--- src/rtl/olt_pkg.sv ---
// ----------------------------------------------------------------------------
// olt_pkg: shared definitions for the ordered list table
// Command and status codes, field widths and the per-cell control struct.
// ----------------------------------------------------------------------------
package olt_pkg;

   // field widths
   localparam int OP_W     = 3;
   localparam int KEY_W    = 16;
   localparam int LETTER_W = 8;
   localparam int STATUS_W = 2;
   localparam int INDEX_W  = 4;
   localparam int ENTRY_W  = 5;

   // default table depth
   localparam int DEFAULT_CAPACITY = 16;

   // cells inspected per cycle by the first-hit scan
   localparam int SCAN_GROUP   = 8;
   localparam int SCAN_GROUP_W = 3;

   // command codes
   localparam logic [OP_W-1:0] OP_PUSH_FRONT = 3'd0;
   localparam logic [OP_W-1:0] OP_PUSH_BACK  = 3'd1;
   localparam logic [OP_W-1:0] OP_POP_FRONT  = 3'd2;
   localparam logic [OP_W-1:0] OP_POP_BACK   = 3'd3;
   localparam logic [OP_W-1:0] OP_SEARCH     = 3'd4;
   localparam logic [OP_W-1:0] OP_INSERT     = 3'd5;

   // status codes
   localparam logic [STATUS_W-1:0] ST_OK        = 2'd0;
   localparam logic [STATUS_W-1:0] ST_EMPTY     = 2'd1;
   localparam logic [STATUS_W-1:0] ST_FULL      = 2'd2;
   localparam logic [STATUS_W-1:0] ST_NOT_FOUND = 2'd3;

   // per-cell load controls
   typedef struct packed {
      logic load_new;
      logic load_left;
      logic load_right;
   } cell_ctl_type;

endpackage

--- src/rtl/olt_cell.sv ---
// ----------------------------------------------------------------------------
// olt_cell: one record slot of the ordered list table
// Holds a key and a letter, loads from the new record or from either
// neighbour, and compares its key with the probe key.
// ----------------------------------------------------------------------------
module olt_cell import olt_pkg::*; (
   input  logic                       clock,
   input  cell_ctl_type               ctl,
   input  logic signed [KEY_W-1:0]    new_key,
   input  logic [LETTER_W-1:0]        new_letter,
   input  logic signed [KEY_W-1:0]    left_key,
   input  logic [LETTER_W-1:0]        left_letter,
   input  logic signed [KEY_W-1:0]    right_key,
   input  logic [LETTER_W-1:0]        right_letter,
   input  logic signed [KEY_W-1:0]    probe_key,
   input  logic                       probe_exact,
   output logic signed [KEY_W-1:0]    key,
   output logic [LETTER_W-1:0]        letter,
   output logic                       hit
);

   logic signed [KEY_W-1:0] key_ff;
   logic signed [KEY_W-1:0] key_in;
   logic [LETTER_W-1:0]     letter_ff;
   logic [LETTER_W-1:0]     letter_in;

   // load selection
   always_comb begin
      key_in    = key_ff;
      letter_in = letter_ff;
      if (ctl.load_new) begin
         key_in    = new_key;
         letter_in = new_letter;
      end else if (ctl.load_left) begin
         key_in    = left_key;
         letter_in = left_letter;
      end else if (ctl.load_right) begin
         key_in    = right_key;
         letter_in = right_letter;
      end
   end

   always_ff @(posedge clock) begin
      key_ff    <= key_in;
      letter_ff <= letter_in;
   end

   // equal match for search, first greater-or-equal for sorted insert
   assign hit    = probe_exact ? (probe_key == key_ff) : (probe_key <= key_ff);
   assign key    = key_ff;
   assign letter = letter_ff;

endmodule

--- src/rtl/ordered_list_table_unit.sv ---
// ----------------------------------------------------------------------------
// ordered_list_table_unit: bounded list of keyed records
// Deque and sorted list of CAPACITY records held in a row of cells.
// ----------------------------------------------------------------------------
// Each request is one command and gives one response. Push, pop and unused
// commands pass from the examine state straight to the apply state; search
// and sorted insert pass through the scan state between them, which walks
// the cells in 8-cell groups until it finds a hit or runs out of groups.
// Requests are taken one at a time: the next request is accepted in the cycle
// after the response is formed, and a command may first wait in the apply
// state for the output register to free up.
// A finished response may wait in the output register while the next request
// is accepted.
module ordered_list_table_unit import olt_pkg::*; #(
   parameter int CAPACITY = DEFAULT_CAPACITY
) (
   input  logic                       clock,
   input  logic                       reset,
   input  logic                       req_valid,
   output logic                       req_stall,
   input  logic [OP_W-1:0]            req_operation,
   input  logic signed [KEY_W-1:0]    req_item_key,
   input  logic [LETTER_W-1:0]        req_item_letter,
   output logic                       rsp_valid,
   input  logic                       rsp_stall,
   output logic [STATUS_W-1:0]        rsp_status,
   output logic signed [KEY_W-1:0]    rsp_out_key,
   output logic [LETTER_W-1:0]        rsp_out_letter,
   output logic [INDEX_W-1:0]         rsp_found_index,
   output logic [ENTRY_W-1:0]         rsp_entry_count
);

   localparam int IDX_W     = $clog2(CAPACITY);
   localparam int CNT_W     = $clog2(CAPACITY + 1);
   localparam int NGROUP    = (CAPACITY + SCAN_GROUP - 1) / SCAN_GROUP;
   localparam int HIT_W     = NGROUP * SCAN_GROUP;
   localparam int LAST_BASE = (NGROUP - 1) * SCAN_GROUP;

   localparam logic [1:0] S_IDLE  = 2'd0;
   localparam logic [1:0] S_HIT   = 2'd1;
   localparam logic [1:0] S_SCAN  = 2'd2;
   localparam logic [1:0] S_APPLY = 2'd3;

   logic [1:0]              state_ff, state_in;
   logic [OP_W-1:0]         op_ff, op_in;
   logic signed [KEY_W-1:0] key_ff, key_in;
   logic [LETTER_W-1:0]     letter_ff, letter_in;
   logic [CNT_W-1:0]        count_ff, count_in;
   logic [CNT_W-1:0]        pos_ff, pos_in;
   logic [IDX_W-1:0]        base_ff, base_in;
   logic [HIT_W-1:0]        hit_ff, hit_in;
   logic                    found_ff, found_in;

   logic                    rsp_valid_ff, rsp_valid_in;
   logic [STATUS_W-1:0]     status_ff, status_in;
   logic signed [KEY_W-1:0] okey_ff, okey_in;
   logic [LETTER_W-1:0]     olet_ff, olet_in;
   logic [INDEX_W-1:0]      oidx_ff, oidx_in;
   logic [ENTRY_W-1:0]      ocnt_ff, ocnt_in;

   logic signed [KEY_W-1:0] cell_key    [CAPACITY];
   logic [LETTER_W-1:0]     cell_letter [CAPACITY];
   logic [CAPACITY-1:0]     cell_hit;
   cell_ctl_type            cell_ctl    [CAPACITY];

   logic                    req_fire;
   logic                    apply_fire;
   logic                    is_push;
   logic                    is_pop;
   logic                    do_ins;
   logic                    do_pop;
   logic                    group_any;
   logic [SCAN_GROUP_W-1:0] group_off;
   logic signed [KEY_W-1:0] sel_key;
   logic [LETTER_W-1:0]     sel_letter;

   assign req_stall  = (state_ff != S_IDLE);
   assign req_fire   = req_valid && !req_stall;
   assign apply_fire = (state_ff == S_APPLY) && (!rsp_valid_ff || !rsp_stall);

   assign is_push = (op_ff == OP_PUSH_FRONT) || (op_ff == OP_PUSH_BACK) ||
                    (op_ff == OP_INSERT);
   assign is_pop  = (op_ff == OP_POP_FRONT) || (op_ff == OP_POP_BACK);
   assign do_ins  = apply_fire && is_push && (count_ff != CNT_W'(CAPACITY));
   assign do_pop  = apply_fire && is_pop && (count_ff != '0);

   // row of record cells
   for (genvar i = 0; i < CAPACITY; i++) begin : g_cell
      logic signed [KEY_W-1:0] left_key, right_key;
      logic [LETTER_W-1:0]     left_letter, right_letter;

      if (i == 0) begin : g_first
         assign left_key    = key_ff;
         assign left_letter = letter_ff;
      end else begin : g_mid_l
         assign left_key    = cell_key[i-1];
         assign left_letter = cell_letter[i-1];
      end

      if (i == CAPACITY - 1) begin : g_last
         assign right_key    = '0;
         assign right_letter = '0;
      end else begin : g_mid_r
         assign right_key    = cell_key[i+1];
         assign right_letter = cell_letter[i+1];
      end

      // cell action from its place relative to the working position
      assign cell_ctl[i].load_new   = do_ins && (CNT_W'(i) == pos_ff);
      assign cell_ctl[i].load_left  = do_ins && (CNT_W'(i) > pos_ff);
      assign cell_ctl[i].load_right = do_pop && (CNT_W'(i) >= pos_ff);

      olt_cell u_cell (
         .clock        (clock),
         .ctl          (cell_ctl[i]),
         .new_key      (key_ff),
         .new_letter   (letter_ff),
         .left_key     (left_key),
         .left_letter  (left_letter),
         .right_key    (right_key),
         .right_letter (right_letter),
         .probe_key    (key_ff),
         .probe_exact  (op_ff == OP_SEARCH),
         .key          (cell_key[i]),
         .letter       (cell_letter[i]),
         .hit          (cell_hit[i])
      );
   end

   // record at the working position
   always_comb begin
      sel_key    = '0;
      sel_letter = '0;
      for (int i = 0; i < CAPACITY; i++) begin
         if (CNT_W'(i) == pos_ff) begin
            sel_key    = sel_key | cell_key[i];
            sel_letter = sel_letter | cell_letter[i];
         end
      end
   end

   // first hit within the current scan group
   always_comb begin
      group_any = |hit_ff[SCAN_GROUP-1:0];
      group_off = '0;
      for (int k = SCAN_GROUP - 1; k >= 0; k--) begin
         if (hit_ff[k]) begin
            group_off = SCAN_GROUP_W'(k);
         end
      end
   end

   // command sequencer
   always_comb begin
      state_in  = state_ff;
      op_in     = op_ff;
      key_in    = key_ff;
      letter_in = letter_ff;
      count_in  = count_ff;
      pos_in    = pos_ff;
      base_in   = base_ff;
      hit_in    = hit_ff;
      found_in  = found_ff;
      case (state_ff)
         S_IDLE: begin
            if (req_fire) begin
               op_in     = req_operation;
               key_in    = req_item_key;
               letter_in = req_item_letter;
               state_in  = S_HIT;
            end
         end
         S_HIT: begin
            found_in = 1'b0;
            base_in  = '0;
            pos_in   = count_ff;
            hit_in   = '0;
            for (int i = 0; i < CAPACITY; i++) begin
               hit_in[i] = cell_hit[i] && (CNT_W'(i) < count_ff);
            end
            state_in = S_APPLY;
            case (op_ff)
               OP_PUSH_FRONT, OP_POP_FRONT: pos_in = '0;
               OP_POP_BACK:                 pos_in = count_ff - CNT_W'(1);
               OP_SEARCH, OP_INSERT:        state_in = S_SCAN;
               default:                     pos_in = count_ff;
            endcase
         end
         S_SCAN: begin
            if (group_any) begin
               pos_in   = CNT_W'(base_ff) + CNT_W'(group_off);
               found_in = 1'b1;
               state_in = S_APPLY;
            end else if (base_ff == IDX_W'(LAST_BASE)) begin
               state_in = S_APPLY;
            end else begin
               hit_in  = hit_ff >> SCAN_GROUP;
               base_in = base_ff + IDX_W'(SCAN_GROUP);
            end
         end
         S_APPLY: begin
            if (apply_fire) begin
               if (do_ins) begin
                  count_in = count_ff + CNT_W'(1);
               end else if (do_pop) begin
                  count_in = count_ff - CNT_W'(1);
               end
               state_in = S_IDLE;
            end
         end
         default: state_in = S_IDLE;
      endcase
   end

   // response formation
   always_comb begin
      rsp_valid_in = rsp_valid_ff && rsp_stall;
      status_in    = status_ff;
      okey_in      = okey_ff;
      olet_in      = olet_ff;
      oidx_in      = oidx_ff;
      ocnt_in      = ocnt_ff;
      if (apply_fire) begin
         rsp_valid_in = 1'b1;
         status_in    = ST_OK;
         okey_in      = '0;
         olet_in      = '0;
         oidx_in      = '0;
         ocnt_in      = ENTRY_W'(count_in);
         if (is_push) begin
            if (!do_ins) begin
               status_in = ST_FULL;
            end
         end else if (is_pop) begin
            if (do_pop) begin
               okey_in = sel_key;
               olet_in = sel_letter;
            end else begin
               status_in = ST_EMPTY;
            end
         end else if (op_ff == OP_SEARCH) begin
            if (found_ff) begin
               okey_in = sel_key;
               olet_in = sel_letter;
               oidx_in = INDEX_W'(pos_ff);
            end else begin
               status_in = ST_NOT_FOUND;
            end
         end
      end
   end

   // control registers
   always_ff @(posedge clock) begin
      if (reset) begin
         state_ff     <= S_IDLE;
         count_ff     <= '0;
         rsp_valid_ff <= 1'b0;
      end else begin
         state_ff     <= state_in;
         count_ff     <= count_in;
         rsp_valid_ff <= rsp_valid_in;
      end
   end

   // working and response payload registers
   always_ff @(posedge clock) begin
      op_ff     <= op_in;
      key_ff    <= key_in;
      letter_ff <= letter_in;
      pos_ff    <= pos_in;
      base_ff   <= base_in;
      hit_ff    <= hit_in;
      found_ff  <= found_in;
      status_ff <= status_in;
      okey_ff   <= okey_in;
      olet_ff   <= olet_in;
      oidx_ff   <= oidx_in;
      ocnt_ff   <= ocnt_in;
   end

   assign rsp_valid       = rsp_valid_ff;
   assign rsp_status      = status_ff;
   assign rsp_out_key     = okey_ff;
   assign rsp_out_letter  = olet_ff;
   assign rsp_found_index = oidx_ff;
   assign rsp_entry_count = ocnt_ff;

   // record count stays within the table
   a_count_bound: assert property (@(posedge clock) disable iff (reset)
      count_ff <= CNT_W'(CAPACITY))
      else $error("record count beyond capacity");

   // record count moves by at most one per request
   a_count_step: assert property (@(posedge clock) disable iff (reset)
      (count_ff != $past(count_ff)) |->
         (count_ff == $past(count_ff) + CNT_W'(1)) ||
         (count_ff == $past(count_ff) - CNT_W'(1)))
      else $error("record count jumped");

   // an accepted request is examined in the next cycle
   a_accept_hit: assert property (@(posedge clock) disable iff (reset)
      req_fire |=> (state_ff == S_HIT))
      else $error("request not taken into the sequencer");

   // empty status only with an empty table
   a_empty_count: assert property (@(posedge clock) disable iff (reset)
      (rsp_valid && (rsp_status == ST_EMPTY)) |-> (rsp_entry_count == '0))
      else $error("empty status with records present");

   // a finished command always leaves a response behind
   a_apply_rsp: assert property (@(posedge clock) disable iff (reset)
      apply_fire |=> rsp_valid_ff)
      else $error("command finished without a response");

endmodule
--- config.mk ---
export PLATFORM = sky130hd
export DESIGN_NAME = ordered_list_table_unit
export DESIGN_NICKNAME = d
export VERILOG_FILES = /design/src/rtl/olt_pkg.sv /design/src/rtl/olt_cell.sv /design/src/rtl/ordered_list_table_unit.sv
export SDC_FILE = /design/constraint.sdc
export NUM_CORES = 2
export LEC_CHECK = 0
export BUFFER_PORTS_ARGS = -buffer_cell sky130_fd_sc_hd__buf_4
export CAP_MARGIN = 20
export CELL_PAD_IN_SITES_DETAIL_PLACEMENT = 1
export CELL_PAD_IN_SITES_GLOBAL_PLACEMENT = 2
export CORE_MARGIN = 8
export CORE_UTILIZATION = 42
export DETAILED_ROUTE_END_ITERATION = 8
export GPL_ROUTABILITY_DRIVEN = 0
export PLACE_DENSITY_LB_ADDON = 0.1
export SETUP_SLACK_MARGIN = 0.4
export SLEW_MARGIN = 20
export SYNTH_ARGS = -nofsm -noshare
export SYNTH_HDL_FRONTEND = slang
export SYNTH_SLANG_ARGS = --single-unit
--- constraint.sdc ---
create_clock -name clock -period 6.6 [get_ports clock]
set_input_delay 0.33 -clock clock [delete_from_list [all_inputs] [get_ports clock]]
set_output_delay 0.33 -clock clock [all_outputs]
set_load 0.02 [all_outputs]
# Word-level counts from Yosys, hierarchy flattened
# Index checks and enable logic that the tools add are counted.
# totals
output_inout_bits	37
wordCells	490
input_bits	31
reg_bits	480
# op_classes
mux	188
add_sub_neg	4
reduce_logical	108
magnitude_cmp	64
bitwise	32
eq_ne	47
# ops
op	count
2-to-1 mux 16 bit	70
2-to-1 mux 8 bit	68
== test 16 bit	16
less-or-equal comparator 16 bit	16
bitwise OR 16 bit	15
bitwise OR 8 bit	15
logical AND 1 bit	71
nonzero test 3 bit	16
== test 4 x 5 -> 1 bit, first input constant	8
greater-or-equal comparator 4 x 5 -> 1 bit, first input constant	8
> comparator 4 x 5 -> 1 bit, first input constant	8
less-than comparator 4 x 5 -> 1 bit, first input constant	8
one-hot mux 16 bit (2 select lines)	1
2-to-1 mux 5 bit	5
2-to-1 mux 3 bit	8
== test 3 x 5 -> 1 bit, first input constant	4
greater-or-equal comparator 3 x 5 -> 1 bit, first input constant	4
> comparator 3 x 5 -> 1 bit, first input constant	4
less-than comparator 3 x 5 -> 1 bit, first input constant	4
2-to-1 mux 1 bit	20
one-hot mux 5 bit (2 select lines)	2
2-to-1 mux 2 bit	9
== test 2 x 5 -> 1 bit, first input constant	2
greater-or-equal comparator 1 x 5 -> 1 bit, first input constant	2
other kinds (36)	59

# Logic depth before layout (Yosys ltp)
# logic_depth
word_depth	35
depth_mapped	11

# By module
# Synthesis repeated with hierarchy kept, for this count alone.
# unflattened
hier_cells	3444
hier_area_um2	33560.9
# modules_own_cells
mod	n_inst	cells_per_inst	area_per_inst_um2
olt_cell	16	168	1654.1
ordered_list_table_unit	1	756	7095.6

# Worst setup path before layout
# OpenSTA, ideal clock, no wires.
# synth_path
kind	flip-flop to flip-flop
start	register state_ff[0]
end	register g_cell[8].u_cell.key_ff[0] (enable)
setup_slack_ns	0.994
t_arrival_ns	5.199
path_stages_with_launch	7
setup_time_ns	0.407
n_path_buf	0
path_cell_list	dfxtp_1 ha_1 a21bo_2 inv_1 o221ai_2 a211oi_1 nor2b_1
# synth_between
elab_chain_cells	6
word_cells_on_any_way	10
classes_between	1 x eq/ne; 9 x reduce/logical
# synth_lines
item	line_no	rtl
start, declared	ordered_list_table_unit.sv:44	logic [1:0] state_ff, state_in;
start signal, assigned	ordered_list_table_unit.sv:260	state_ff <= state_in;
== test 2 bit *	ordered_list_table_unit.sv:79	assign apply_fire = (state_ff == S_APPLY) && (!rsp_valid_ff || !rsp_stall);
logical AND 1 bit *	ordered_list_table_unit.sv:79	
via apply_fire	ordered_list_table_unit.sv:67	logic apply_fire;
logical AND 1 bit (on tied branches) (2 in series)	ordered_list_table_unit.sv:85, ordered_list_table_unit.sv:84	
logical AND 1 bit (on tied branches)	ordered_list_table_unit.sv:111, ordered_list_table_unit.sv:109, ordered_list_table_unit.sv:110	
nonzero test 3 bit (no line) *	-	
end signal, assigned	olt_cell.sv:44	key_ff <= key_in;
end, declared	olt_cell.sv:22	logic signed [KEY_W-1:0] key_ff;
# The timed path passes the listed nets; every way through them passes the cells marked *.
# A chain may end at the register's enable or synchronous reset.

# Worst setup path in the final report
# layout_path
start	register count_ff[1]
end	register g_cell[9].u_cell.key_ff[15], data pin
# layout_between
elab_chain_cells	5
word_cells_on_any_way	6
classes_between	1 x eq/ne; 2 x mux; 3 x reduce/logical
# layout_lines
item	line_no	rtl
start, declared	ordered_list_table_unit.sv:48	logic [CNT_W-1:0] count_ff, count_in;
start signal, assigned	ordered_list_table_unit.sv:261	count_ff <= count_in;
inequality test 5 bit *	ordered_list_table_unit.sv:84	assign do_ins = apply_fire && is_push && (count_ff != CNT_W'(CAPACITY));
logical AND 1 bit *	ordered_list_table_unit.sv:84	
logical AND 1 bit	ordered_list_table_unit.sv:110	assign cell_ctl[i].load_left = do_ins && (CNT_W'(i) > pos_ff);
2-to-1 mux 16 bit	olt_cell.sv:34	end else if (ctl.load_left) begin
2-to-1 mux 16 bit *	olt_cell.sv:31	if (ctl.load_new) begin
via g_cell[9].u_cell.key_in[15]	olt_cell.sv:23	logic signed [KEY_W-1:0] key_in;
end signal, assigned	olt_cell.sv:44	
end, declared	olt_cell.sv:22	
# Marks and branches as above.

==> results by stage <==
Placement:
- The sum of net half-perimeters after detailed placement is 107000 um.
- OpenSTA, run right after detailed placement, puts the worst setup slack at 2200 ps.
- Buffers placed on the I/O ports in this run total 67.
- The cell area reported after detailed placement is 33200 um2.

Detailed routing:
- The detail route stage leaves a number of antenna-violating nets equal to 0.
- After detailed routing, the number of remaining DRC violations is 0.
- The first routing iteration left 3458 violations.
- Dividing the detail-routed wire length by the instance count gives 34.6 um.
- The pre-antenna-repair detailed-routing pass consisted of 7 iterations.
- The routed via count is 29000.
- In the routed layout, each cell is associated on average with a via count of 6.71.
- The routed design has 150000 um of wire.

Clock tree:
- The clock reaches the later pin of the worst-skew pair after 650 ps.
- The post-CTS repair timing setup buffer count is 0.
- The number of buffers on the longest clock path is 3.
- The count of H-tree levels built during CTS is 2.
- After clock tree synthesis, the clock-pin slew on the worst setup and hold paths is 60 ps.
- The total clock sinks is 477.
- The clock root buffer is clkbuf_16.
- After clock tree synthesis, the repair step resized 0 gates.
- The total clock buffers created by CTS is 57.
- The TritonCTS clock tree is yes.

Timing:
- The number of hold-slack violations in the final timing report is 0.
- The minimum clock period is 4470 ps.
- The number of max-slew violations in the final report is 0.
- Of the available clock period, the critical path in the final layout requires 0.678.
- Across all setup checks in the final design, the least slack found is 2130 ps.
- The worst setup skew after layout is 28.5 ps.
- The accumulated negative setup slack is 0 ps.
- Setup violations remaining at the end of the flow were counted as 0.
- Headroom to the max-slew limit came out at 0.213.
- The highest clock frequency the design can meet is 223 MHz.
- The transition time of the tightest slew-check pin is 1180 ps.
- Setup repair after global routing left no endpoint under its margin.

Yosys:
- During synthesis, Yosys emitted a total of 0 warnings.
- The register bit count reported by yosys is 477.
- The number of nets in the synthesized netlist is 3602.
- A synthesized cell averages 9.54 um2.
- The count of different cell masters after synthesis is 74.
- The synthesized design contains 469 enable-type register cells.
- The async set or reset register ratio after synthesis is 0.
- In this run the cell area of the synthesized design comes to 31500 um2.
- The gate count after technology mapping is 3307.
- The top flip-flop cell by instance count after synthesis is edfxtp_1.
- Of the synthesized area, sequential elements account for 0.452.

Pwr:
- The power spent charging and discharging nets is 3920 uW.
- The switching fraction of total power is 0.379.
- The power share of the sequential group is 0.380.
- Of the total power, combinational logic draws 0.305.
- The analysis attributes to cell leakage a power of 0.0138 uW.
- The share of total power dissipated in the clock network is 0.315.
- The internal portion of the total power is 6410 uW.
- The overall power of the completed layout is 10300 uW.
- The largest voltage drop on the vdd net is 0.248 mV.
- In this run the power density over the cells is 292 nW/um2.

Cells and area:
- The total inserted antenna cells is 0.
- The cell area after layout is 35400 um2.
- The area growth from synthesis to layout is 12.2%.
- In the final layout, the share of cells above drive strength 1 is 0.0962.
- At the end of the flow the core is filled with cells to 0.475.
- The final layout contains 3610 nets.

Outcome:
- The flow ran to the end, and the final reports show no timing, DRC or antenna violations.

Global routing:
- The first global-routing pass estimated 211000 um of wire.
- The total routing usage reported by global routing is 0.341.
- Entering global routing, the biggest net connects 49 pins.
- The number of global-route vias before repair came to 28800.
- The initial antenna violation count is 12.
- Global routing finished with a remaining overflow of 0.

Setup path:
- The worst setup path is of the reg2reg kind.
- At the worst endpoint, the arrival time is 4840 ps.
- The worst setup path is launched from a flop.
- For the worst setup path, the data required time is 6970 ps.
- The endpoint class of the critical path is a flop.
- The worst register-to-register path has a depth of 9.
- In this run the worst path has a maximum fanout of 40.

Floorplan:
- The total number of placement rows is 100.
- The total I/O pin count is 68.
- The initial utilization of the core area, before any placement, comes to 0.424.
- The die covers 84100 um2.
- The vertical die dimension is 290 um.
- The placeable core region is 74400 um2.
- The die width is 290 um.

Min path:
- The worst hold path belongs to the class in2reg.
- The number of stages on the worst hold path is 5.

Run:
- The max capacitance violation total is 0.
[final timing paths]
| check | startpoint | endpoint | slack, ps |
|---|---|---|---|
| worst min register to register | hit_ff[13] | hit_ff[5] | 580 |
| worst max-delay path | count_ff[1] | g_cell[9].u_cell.key[15] | 2130 |
| worst max register to register | count_ff[1] | g_cell[9].u_cell.key[15] | 2130 |
| worst min-delay path | req_valid | state_ff[0] | 350 |
[flip-flops by register name, summed over array words and instances (netlist names)]
name	flops
g_cell.left_key	16
rsp_out_letter	8
rsp_out_key	16
found_ff	1
pos_ff	5
count_ff	5
rsp_found_index	4
state_ff	2
rsp_status	2
hit_ff	16
g_cell.u_cell.letter	128
rsp_valid	1
g_cell.u_cell.key	256
g_cell.left_letter	8
base_ff	1
op_ff	3
rsp_entry_count	5
[stage by stage]
| step | std cells | hold WS [ps] |
|---|---|---|
| floorplan | 3307 | 402 |
| global placement | 4193 | 508 |
| detailed placement | 4195 | 509 |
| CTS | 4328 | 331 |
| global route | 4328 | 389 |
| finish | 4328 | 348 |
[critical path, stage by stage (launching register included)]
cell and delay (ps):
dfxtp_1 590, inv_1 130, ha_1 240, nor3b_4 200, a2111oi_4 370, buf_4 510
nand2_2 750, or2_2 950, mux2i_1 310, o21ai_0 100
[layout make-up]
type                    count  area (um2)
fillers                  8219       39100
repair buffers            184        1480
inverters                 260         976
flip-flops and latches    477       14200
multi-input cells        2335       15600
clock buffers              74        1490
clock inverters            29         357
well taps                 969        1210
[placed cells by master (no fill, tap or decap), types with 57 or more instances in the layout]
cell	instances
edfxtp_1	469
a21oi_1	268
buf_4	152
mux2i_1	111
clkbuf_16	57
a22o_1	96
ha_1	263
o21ai_0	195
inv_1	258
a22oi_1	85
nor2_1	228
a221oi_1	75
o21ai_1	111
nand2_1	364
o22ai_1	68
[routing by layer]
layer | part of all wire | vias to the layer above | track usage | routed length [um]
met2 | 0.43 | 1780 | 0.517 | 64200
met5 | 0.00069 | - | 0 | 103
met4 | 0.062 | 16 | 0.174 | 9290
met3 | 0.11 | 439 | 0.0751 | 15900
li1 | - | 12300 | - | -
met1 | 0.40 | 14500 | 0.455 | 60200
[synth_stat cells (36+ instances only)]
master | n | area (um2)
a21o_1 | 36 | 270
a21oi_1 | 269 | 1350
a221oi_1 | 75 | 657
a22o_1 | 96 | 841
a22oi_1 | 86 | 646
buf_2 | 66 | 330
clkbuf_1 | 146 | 548
edfxtp_1 | 469 | 14100
ha_1 | 264 | 3300
inv_1 | 259 | 972
mux2i_1 | 111 | 1110
nand2_1 | 370 | 1390
nand3_1 | 44 | 220
nand4_1 | 53 | 332
nor2_1 | 254 | 953
o21ai_0 | 195 | 976
o21ai_1 | 111 | 556
o22ai_1 | 68 | 425
[kinds of logic (layout without fill, tap and decap cells)]
logic type	after synthesis	in the layout	synth area share
compound gates	1059	1059	0.212
xor+xnor	8	8	0.00222
fa+ha+maj	264	264	0.105
buf+inv	495	547	0.0635
flops	477	477	0.452
mux	121	121	0.0388
simple gates	883	883	0.127
[power groups by stage]
stage | combinational [uW] | clock, uW | sequential (uW)
after floorplan | 1770 | 0 | 3830
after global placement | 2920 | 0 | 3960
after detailed placement | 3030 | 0 | 3970
after CTS | 3060 | 3290 | 3910
after global routing | 3300 | 3380 | 3950
final | 3150 | 3260 | 3920
[timing repair]
item,CTS,global route
hold buffers,30,0
hold endpoints to repair,34,0
setup endpoints to repair,0,0
(Power assumes the default switching activity.)
